--- config.mk ---
export PLATFORM = sky130hd
export DESIGN_NAME = scancode_to_ascii_fifo
export DESIGN_NICKNAME = d
export VERILOG_FILES = /design/src/hdl/s2a_pkg.sv /design/src/hdl/s2a_front.sv /design/src/hdl/s2a_queue.sv /design/src/hdl/s2a_back.sv /design/src/hdl/scancode_to_ascii_fifo.sv
export SDC_FILE = /design/constraint.sdc
export NUM_CORES = 2
export LEC_CHECK = 0
export ABC_AREA = 1
export BUFFER_PORTS_ARGS = -buffer_cell sky130_fd_sc_hd__buf_2
export CAP_MARGIN = 20
export CELL_PAD_IN_SITES_DETAIL_PLACEMENT = 0
export CELL_PAD_IN_SITES_GLOBAL_PLACEMENT = 1
export CORE_ASPECT_RATIO = 0.7
export CORE_MARGIN = 2
export CORE_UTILIZATION = 35
export DETAILED_ROUTE_END_ITERATION = 10
export PLACE_DENSITY = 0.63
export SETUP_SLACK_MARGIN = 0.4
export SLEW_MARGIN = 40
export SYNTH_ARGS = -nofsm -noshare
export SYNTH_HDL_FRONTEND = slang
export SYNTH_HIERARCHICAL = 1
export SYNTH_SLANG_ARGS = --single-unit
--- constraint.sdc ---
create_clock -name clk -period 5.7 [get_ports clk]
set_input_delay 0.285 -clock clk [delete_from_list [all_inputs] [get_ports clk]]
set_output_delay 0.285 -clock clk [all_outputs]
set_load 0.005 [all_outputs]
--- src/hdl/s2a_pkg.sv ---
// Shared types, constants and lookup tables for the scancode to ASCII block.
// No dependencies; every module of the block imports this package.
package s2a_pkg;

  localparam int RING_DEPTH = 256;
  localparam int RING_AW    = (RING_DEPTH > 1) ? $clog2(RING_DEPTH) : 1;
  localparam int CHAR_W     = 7;
  localparam int CODE_W     = 8;
  localparam int MAP_SIZE   = 58;

  localparam logic [CODE_W-1:0] LSHIFT_CODE = 8'h2A;
  localparam logic [CODE_W-1:0] RSHIFT_CODE = 8'h36;
  localparam logic [CODE_W-1:0] CAPS_CODE   = 8'h3A;

  // US layout, set 1, make codes 0x00..0x39; zero marks a key with no character
  localparam logic [CHAR_W-1:0] US_MAP [MAP_SIZE] = '{
    7'h00, 7'h1B, 7'h31, 7'h32, 7'h33, 7'h34, 7'h35, 7'h36, 7'h37, 7'h38,
    7'h39, 7'h30, 7'h2D, 7'h3D, 7'h08, 7'h09, 7'h71, 7'h77, 7'h65, 7'h72,
    7'h74, 7'h79, 7'h75, 7'h69, 7'h6F, 7'h70, 7'h5B, 7'h5D, 7'h0A, 7'h00,
    7'h61, 7'h73, 7'h64, 7'h66, 7'h67, 7'h68, 7'h6A, 7'h6B, 7'h6C, 7'h3B,
    7'h27, 7'h60, 7'h00, 7'h5C, 7'h7A, 7'h78, 7'h63, 7'h76, 7'h62, 7'h6E,
    7'h6D, 7'h2C, 7'h2E, 7'h2F, 7'h00, 7'h2A, 7'h00, 7'h20
  };

  // shifted forms of '0'..'9'
  localparam logic [CHAR_W-1:0] DIGIT_SHIFTED [10] = '{
    7'h29, 7'h21, 7'h40, 7'h23, 7'h24, 7'h25, 7'h5E, 7'h26, 7'h2A, 7'h28
  };

  typedef enum logic [1:0] {
    OP_NONE = 2'd0,
    OP_PUSH = 2'd1,
    OP_POP  = 2'd2
  } op_kind_t;

  typedef struct packed {
    op_kind_t          kind;
    logic [CHAR_W-1:0] ch;
  } op_t;

  function automatic logic [CHAR_W-1:0] shifted_form(input logic [CHAR_W-1:0] c);
    logic [CHAR_W-1:0] r;
    r = c;
    if (c >= 7'h61 && c <= 7'h7A) begin
      r = c - 7'h20;
    end else if (c >= 7'h30 && c <= 7'h39) begin
      r = DIGIT_SHIFTED[c[3:0]];
    end else begin
      case (c)
        7'h2D:   r = 7'h5F;
        7'h3D:   r = 7'h2B;
        7'h5B:   r = 7'h7B;
        7'h5D:   r = 7'h7D;
        7'h3B:   r = 7'h3A;
        7'h27:   r = 7'h22;
        7'h60:   r = 7'h7E;
        7'h5C:   r = 7'h7C;
        7'h2C:   r = 7'h3C;
        7'h2E:   r = 7'h3E;
        7'h2F:   r = 7'h3F;
        default: r = c;
      endcase
    end
    return r;
  endfunction

  function automatic logic [RING_AW-1:0] ring_inc(input logic [RING_AW-1:0] p);
    logic [RING_AW-1:0] r;
    if (p == RING_AW'(RING_DEPTH - 1)) begin
      r = '0;
    end else begin
      r = p + RING_AW'(1);
    end
    return r;
  endfunction

endpackage

--- src/hdl/s2a_front.sv ---
// Front end: accepts requests, tracks shift and caps lock, maps make codes.
// Emits one ring operation per request. Depends on s2a_pkg.
module s2a_front (
  input  logic                      clk,
  input  logic                      rst_n,
  input  logic                      in_valid,
  output logic                      in_ready,
  input  logic                      in_req_type,
  input  logic [s2a_pkg::CODE_W-1:0] in_scancode,
  output logic                      op_valid,
  input  logic                      op_ready,
  output s2a_pkg::op_t              op
);
  import s2a_pkg::*;

  logic              shift_r, shift_nxt;
  logic              caps_r, caps_nxt;
  logic              accept;
  logic [CHAR_W-1:0] mapped;
  logic [CHAR_W-1:0] ch;

  assign in_ready = op_ready;
  assign op_valid = in_valid;
  assign accept   = in_valid && op_ready;

  always_comb begin
    shift_nxt = shift_r;
    caps_nxt  = caps_r;
    op.kind   = OP_NONE;
    op.ch     = '0;
    mapped    = US_MAP[in_scancode[5:0]];
    ch        = (shift_r || caps_r) ? shifted_form(mapped) : mapped;
    if (in_req_type) begin
      op.kind = OP_POP;
    end else if (in_scancode[7]) begin
      // only the shift breaks matter
      if ({1'b0, in_scancode[6:0]} == LSHIFT_CODE ||
          {1'b0, in_scancode[6:0]} == RSHIFT_CODE) begin
        shift_nxt = 1'b0;
      end
    end else if (in_scancode == LSHIFT_CODE || in_scancode == RSHIFT_CODE) begin
      shift_nxt = 1'b1;
    end else if (in_scancode == CAPS_CODE) begin
      caps_nxt = !caps_r;
    end else if (in_scancode < CODE_W'(MAP_SIZE) && ch != '0) begin
      op.kind = OP_PUSH;
      op.ch   = ch;
    end
  end

  always_ff @(posedge clk) begin
    if (!rst_n) begin
      shift_r <= 1'b0;
      caps_r  <= 1'b0;
    end else if (accept) begin
      shift_r <= shift_nxt;
      caps_r  <= caps_nxt;
    end
  end

endmodule

--- src/hdl/s2a_queue.sv ---
// Two-entry queue of ring operations between front end and ring back end.
// Depends on s2a_pkg for the operation type.
module s2a_queue (
  input  logic         clk,
  input  logic         rst_n,
  input  logic         wr_valid,
  output logic         wr_ready,
  input  s2a_pkg::op_t wr_op,
  output logic         rd_valid,
  input  logic         rd_ready,
  output s2a_pkg::op_t rd_op
);
  import s2a_pkg::*;

  op_t        slot_r [2];
  logic       wr_ptr_r, wr_ptr_nxt;
  logic       rd_ptr_r, rd_ptr_nxt;
  logic [1:0] cnt_r, cnt_nxt;
  logic       push, pop;

  assign wr_ready = (cnt_r != 2'd2);
  assign rd_valid = (cnt_r != 2'd0);
  assign rd_op    = slot_r[rd_ptr_r];
  assign push     = wr_valid && wr_ready;
  assign pop      = rd_valid && rd_ready;

  always_comb begin
    wr_ptr_nxt = push ? !wr_ptr_r : wr_ptr_r;
    rd_ptr_nxt = pop ? !rd_ptr_r : rd_ptr_r;
    cnt_nxt    = cnt_r + {1'b0, push} - {1'b0, pop};
  end

  always_ff @(posedge clk) begin
    if (!rst_n) begin
      wr_ptr_r <= 1'b0;
      rd_ptr_r <= 1'b0;
      cnt_r    <= 2'd0;
    end else begin
      wr_ptr_r <= wr_ptr_nxt;
      rd_ptr_r <= rd_ptr_nxt;
      cnt_r    <= cnt_nxt;
    end
  end

  always_ff @(posedge clk) begin
    if (push) begin
      slot_r[wr_ptr_r] <= wr_op;
    end
  end

endmodule

--- src/hdl/s2a_back.sv ---
// Back end: character ring memory, its write and read positions, result register.
// Executes one queued op per cycle unless the receiver stalls. Depends on s2a_pkg.
module s2a_back (
  input  logic                       clk,
  input  logic                       rst_n,
  input  logic                       op_valid,
  output logic                       op_ready,
  input  s2a_pkg::op_t               op,
  output logic                       out_valid,
  input  logic                       out_ready,
  output logic [s2a_pkg::CHAR_W-1:0] out_read_char,
  output logic                       out_has_data
);
  import s2a_pkg::*;

  logic [CHAR_W-1:0]  ring_mem [RING_DEPTH];
  logic [CHAR_W-1:0]  rdata_r;
  logic [RING_AW-1:0] wp_r, wp_nxt;
  logic [RING_AW-1:0] rp_r, rp_nxt;
  logic               ob_valid_r, ob_valid_nxt;
  logic               ob_hit_r;
  logic               ob_has_r;
  logic               fire, is_push, pop_hit;

  assign op_ready = !ob_valid_r || out_ready;
  assign fire     = op_valid && op_ready;
  assign is_push  = fire && (op.kind == OP_PUSH);
  assign pop_hit  = fire && (op.kind == OP_POP) && (wp_r != rp_r);

  always_comb begin
    wp_nxt = is_push ? ring_inc(wp_r) : wp_r;
    rp_nxt = pop_hit ? ring_inc(rp_r) : rp_r;
    if (fire) begin
      ob_valid_nxt = 1'b1;
    end else if (out_ready) begin
      ob_valid_nxt = 1'b0;
    end else begin
      ob_valid_nxt = ob_valid_r;
    end
  end

  always_ff @(posedge clk) begin
    if (!rst_n) begin
      wp_r       <= '0;
      rp_r       <= '0;
      ob_valid_r <= 1'b0;
    end else begin
      wp_r       <= wp_nxt;
      rp_r       <= rp_nxt;
      ob_valid_r <= ob_valid_nxt;
    end
  end

  // result payload; hold while the receiver stalls
  always_ff @(posedge clk) begin
    if (fire) begin
      ob_hit_r <= pop_hit;
      ob_has_r <= (wp_nxt != rp_nxt);
    end
  end

  always_ff @(posedge clk) begin
    if (is_push) begin
      ring_mem[wp_r] <= op.ch;
    end
  end

  always_ff @(posedge clk) begin
    if (pop_hit) begin
      rdata_r <= ring_mem[rp_r];
    end
  end

  assign out_valid     = ob_valid_r;
  assign out_read_char = ob_hit_r ? rdata_r : '0;
  assign out_has_data  = ob_has_r;

endmodule

--- src/hdl/scancode_to_ascii_fifo.sv ---
// Set-1 scancode to ASCII decoder with a character ring.
// Top level: front end, operation queue, ring back end. Depends on s2a_pkg.
//
// Input channel (in_valid/in_ready): in_req_type 0 carries a keyboard scancode
// in in_scancode, in_req_type 1 asks to read one character.
// Result channel (out_valid/out_ready): exactly one result per request, in
// request order. out_read_char is the character popped by a read, 0 when the
// ring is empty or for a scancode; out_has_data tells whether characters remain.
// Path: the request waits in the operation queue, then its result is registered.
// Throughput: one request per cycle while the receiver takes results, set by the
// single ring memory port pair (one write or one registered read per cycle).
// Reset: shift and caps lock clear, the ring is empty; ring contents are not
// cleared, so no clearing pass is needed.
// Receiver stall: the result register holds; the two-entry queue keeps taking
// requests until full, then in_ready drops.
// The ring has no full check: the 256th unread character makes it look empty.
module scancode_to_ascii_fifo (
  input  logic                       clk,
  input  logic                       rst_n,
  input  logic                       in_valid,
  output logic                       in_ready,
  input  logic                       in_req_type,
  input  logic [s2a_pkg::CODE_W-1:0] in_scancode,
  output logic                       out_valid,
  input  logic                       out_ready,
  output logic [s2a_pkg::CHAR_W-1:0] out_read_char,
  output logic                       out_has_data
);
  import s2a_pkg::*;

  logic fq_valid, fq_ready;
  op_t  fq_op;
  logic qb_valid, qb_ready;
  op_t  qb_op;

  s2a_front u_front (
    .clk         (clk),
    .rst_n       (rst_n),
    .in_valid    (in_valid),
    .in_ready    (in_ready),
    .in_req_type (in_req_type),
    .in_scancode (in_scancode),
    .op_valid    (fq_valid),
    .op_ready    (fq_ready),
    .op          (fq_op)
  );

  s2a_queue u_queue (
    .clk      (clk),
    .rst_n    (rst_n),
    .wr_valid (fq_valid),
    .wr_ready (fq_ready),
    .wr_op    (fq_op),
    .rd_valid (qb_valid),
    .rd_ready (qb_ready),
    .rd_op    (qb_op)
  );

  s2a_back u_back (
    .clk           (clk),
    .rst_n         (rst_n),
    .op_valid      (qb_valid),
    .op_ready      (qb_ready),
    .op            (qb_op),
    .out_valid     (out_valid),
    .out_ready     (out_ready),
    .out_read_char (out_read_char),
    .out_has_data  (out_has_data)
  );

endmodule
==> results.md <==
- Crit path arrival time: ~4500 ps
- Synth area leader: edfxtp_1
- Hold WC Path Type: in2reg
- Drt via density: approximately 5.1
- Core area: 227000 um^2
- Sequential Power Share: 0.524
- Routed Antenna Nets: 0
- Req. time, crit path: ~6200 ps
- Critical-path maximum fanout: 15
- Worst skew pair latency: 820 ps
- Area of the multi-input gates: 20700 um^2
- Int Power: 23.2 mW
- DRT Pass-1 Iters: 6
- TritonCTS clock tree: built
- Slowest stage delay, CP: around 660 ps
- # DRC: 0
- Worst slew margin: 0.375
- Gp weighted congestion: roughly 0.82
- Layout net count: between 7000 and 8000
- Mean Syn Cell Area: around 10 um^2
- FFs w/ async S/R, synth: 0
- Num rows: approximately 150
- Yosys reg bits: roughly 1800
- RSZ-0062 raised after global routing: false
- Setup Buffers After CTS: 0
- Share of layout cells above drive strength 1: 0.0671
- Gr ovfl total: 0
- Synth Cell Area: ~80000 um^2
- Yosys Warn Count: 6
- Most used cell along the critical path: nor2_1
- Net Sw Frac: 0.255
- DP Wirelength: around 140000 um
- Setup crit end kind: flop
- Vias: about 54000
- CTS Buffer Depth: 4
- Clock Sinks: between 1500 and 2000
- # IOs: 23
- Sw power: between 7 and 8 mW
- Post-Syn Nets: 7668
- Vias in the first global route: about 52000
- Synth-to-layout area growth: 10.6%
- Crit-path cells: mux2_1 > nor2_1 > nand2_1 > inv_1 > nand3_2 > buf_4 > nor2_1
- CTS clk-pin slew, worst paths: 60 ps
- Main synth FF type: edfxtp_1
- WHS: 342 ps
- IO Port Bufs: 22
- First-pass GRT wire length: 351000 um
- Setup CP Type: reg2reg
- Max-slew violation count: 0
- Number of antenna violations at the first check in global routing: 3
- Share of the synthesized area in the top cell type: 0.682
- H-tree levels: 4
- Die Height: a little over 400 um
- Peak Freq: 0.249 GHz
- Critical path startpoint category: flop
- EDFF count, synth: 1819
- P_leak: 33.2 nW
- DIE WIDTH: 576 um
- Max Cap Viol: 0
- Final cycle utilization of the critical path: 0.704
- 1st-iter DRT viols: around 6000
- Most common cell after layout, fill and taps aside: nand2_1
- Clock network fraction of total power: 0.370
- Pwr/cell area: ~350 nW/um^2
- Final hold vios: 0
- Combinational share of power: 0.106
- Skew final: ~37 ps
- Starting density of the core: 0.353
- Synth unique cells: between 40 and 50
- Top post-synthesis cells by area: edfxtp_1 (68%), nand2_1 (9.9%), nor2_1 (5.4%)
- Status: completed
- Pin count of the biggest net entering global routing: 209
- Post-route setup TNS: 0 ps
- Final setup viols: 0
- Diodes inserted: 0
- Total GRT Usage: 0.201
- Seq/Total Area, Yosys: 0.688
- VDD IR-drop max: 403 uV
- Wire per inst: roughly 22 um
- Syn Inst Count: around 7600
- Min cycle time layout: between 4000 and 5000 ps
- Root Buffer: clkbuf_16
- Worst Max-Slew Pin Slew: 938 ps
- Reg area: 55100 um^2
- Commonest non-fill, non-tap cells in the layout: nand2_1 (2095), edfxtp_1 (1819), nor2_1 (1130), nand3_1 (714), inv_1 (571)
- WL final: around 240000 um
- Max stage delay cell, worst path: nand3_2
- TritonCTS Buffers: 180
- Power, Total: roughly 31 mW
- Die ar.: approximately 230000 um^2
- Fill cells: about 22000
[Yosys cell counts, types with 2 or more instances]
master and instances:
a21oi_1 81, a21oi_2 5, a31oi_1 5, buf_1 56, buf_2 173, buf_4 54, buf_6 38, clkbuf_1 102
clkinv_1 14, dfxtp_1 24, edfxtp_1 1819, ha_1 20, inv_1 573, inv_2 20, inv_4 4, mux2_1 3
mux2_2 6, nand2_1 2117, nand2_2 18, nand2_4 7, nand3_1 718, nand3_2 12, nand3b_1 3, nand4_1 6
nor2_1 1148, nor2_2 14, nor2_4 7, nor3_1 10, nor3_2 7, nor4_1 4, o211ai_1 47, o21a_1 2
o21ai_0 410, o21ai_1 71, o22ai_1 6, or2_2 15, xnor2_1 6, xor2_1 4
[flip-flops by register name (all words and copies together), names as in the netlist, named ones only]
register / count
u_back/ring_mem: 1792
u_queue/slot_r: 18
u_back/rp_r: 8
u_back/wp_r: 8
u_back/rdata_r: 7
u_queue/cnt_r: 2
u_back/ob_hit_r: 1
u_back/out_has_data: 1
u_back/out_valid: 1
u_front/caps_r: 1
u_front/shift_r: 1
u_queue/rd_ptr_r: 1
u_queue/wr_ptr_r: 1
[through the flow]
stage / instances / instance area [um^2] / util / worst slack, ps
floorplan: 7635 / 80100 / - / 1380
global placement: 10300 / 82800 / 0.365 / 1890
detailed placement: 10300 / 83000 / 0.366 / 1810
CTS: 10700 / 88500 / 0.390 / 1780
global route: 10700 / 88600 / 0.391 / 1600
finish: 10700 / 88600 / 0.391 / 1690
[layout make-up]
type / count / share of cell area
clock buffers: 214 / 0.0528
well taps: 3034 / 0.0428
flip-flops and latches: 1843 / 0.622
inverters: 612 / 0.0265
clock inverters: 87 / 0.00860
repair buffers: 114 / 0.0140
multi-input cells: 4757 / 0.233
[layer usage]
| metal | vias up | track usage | share of wire |
|---|---|---|---|
| li1 | 25200 | - | - |
| met1 | 27100 | 0.316 | 0.49 |
| met2 | 1727 | 0.296 | 0.43 |
| met3 | 229 | 0.0274 | 0.065 |
| met4 | 0 | 0.0336 | 0.015 |
| met5 | - | 0 | 0 |
[power by group through the flow]
stage | logic, mW | clock network [mW] | registers [mW]
3_3_place_gp | 3.36 | 0 | 16.6
4_1_cts | 3.37 | 11.7 | 16.3
3_5_place_dp | 3.36 | 0 | 16.6
6_report | 3.31 | 11.5 | 16.3
2_1_floorplan | 1.53 | 0 | 16.7
5_1_grt | 3.61 | 12.2 | 16.3
[final timing paths]
| check | end | cells after the start | startpoint | slack (ps) |
|---|---|---|---|---|
| max reg2reg | u_back/ring_mem[246][0] | 7 | flop | 1690 |
| min | u_queue/slot_r[0][1] | 7 | in_scancode[5] | 340 |
| min reg2reg | u_queue/rd_ptr_r | 2 | u_queue/rd_ptr_r | 510 |
| max | u_back/ring_mem[246][0] | 7 | flop | 1690 |
[critical path: cells and delay by family, from the launching register on]
kind / cells / cell delay [ps]
buf+inv: 2 / 930
flops: 1 / 420
mux: 1 / 370
simple gates: 4 / 1900
[cells by family after synthesis]
group	Yosys count	synth area share
adder cells (fa/ha/maj)	20	0.00312
AO/OA/AOI/OAI	629	0.0413
buffers and inverters	1035	0.0575
flip-flops	1843	0.688
multiplexers	9	0.00126
XOR/XNOR	10	0.00109
AND/OR/NAND/NOR	4089	0.208
[repair_timing]
item                      CTS  global route
hold buffers                9             0
hold endpoints to repair   10             0
resized for setup           0             0
(Power assumes the default switching activity.)
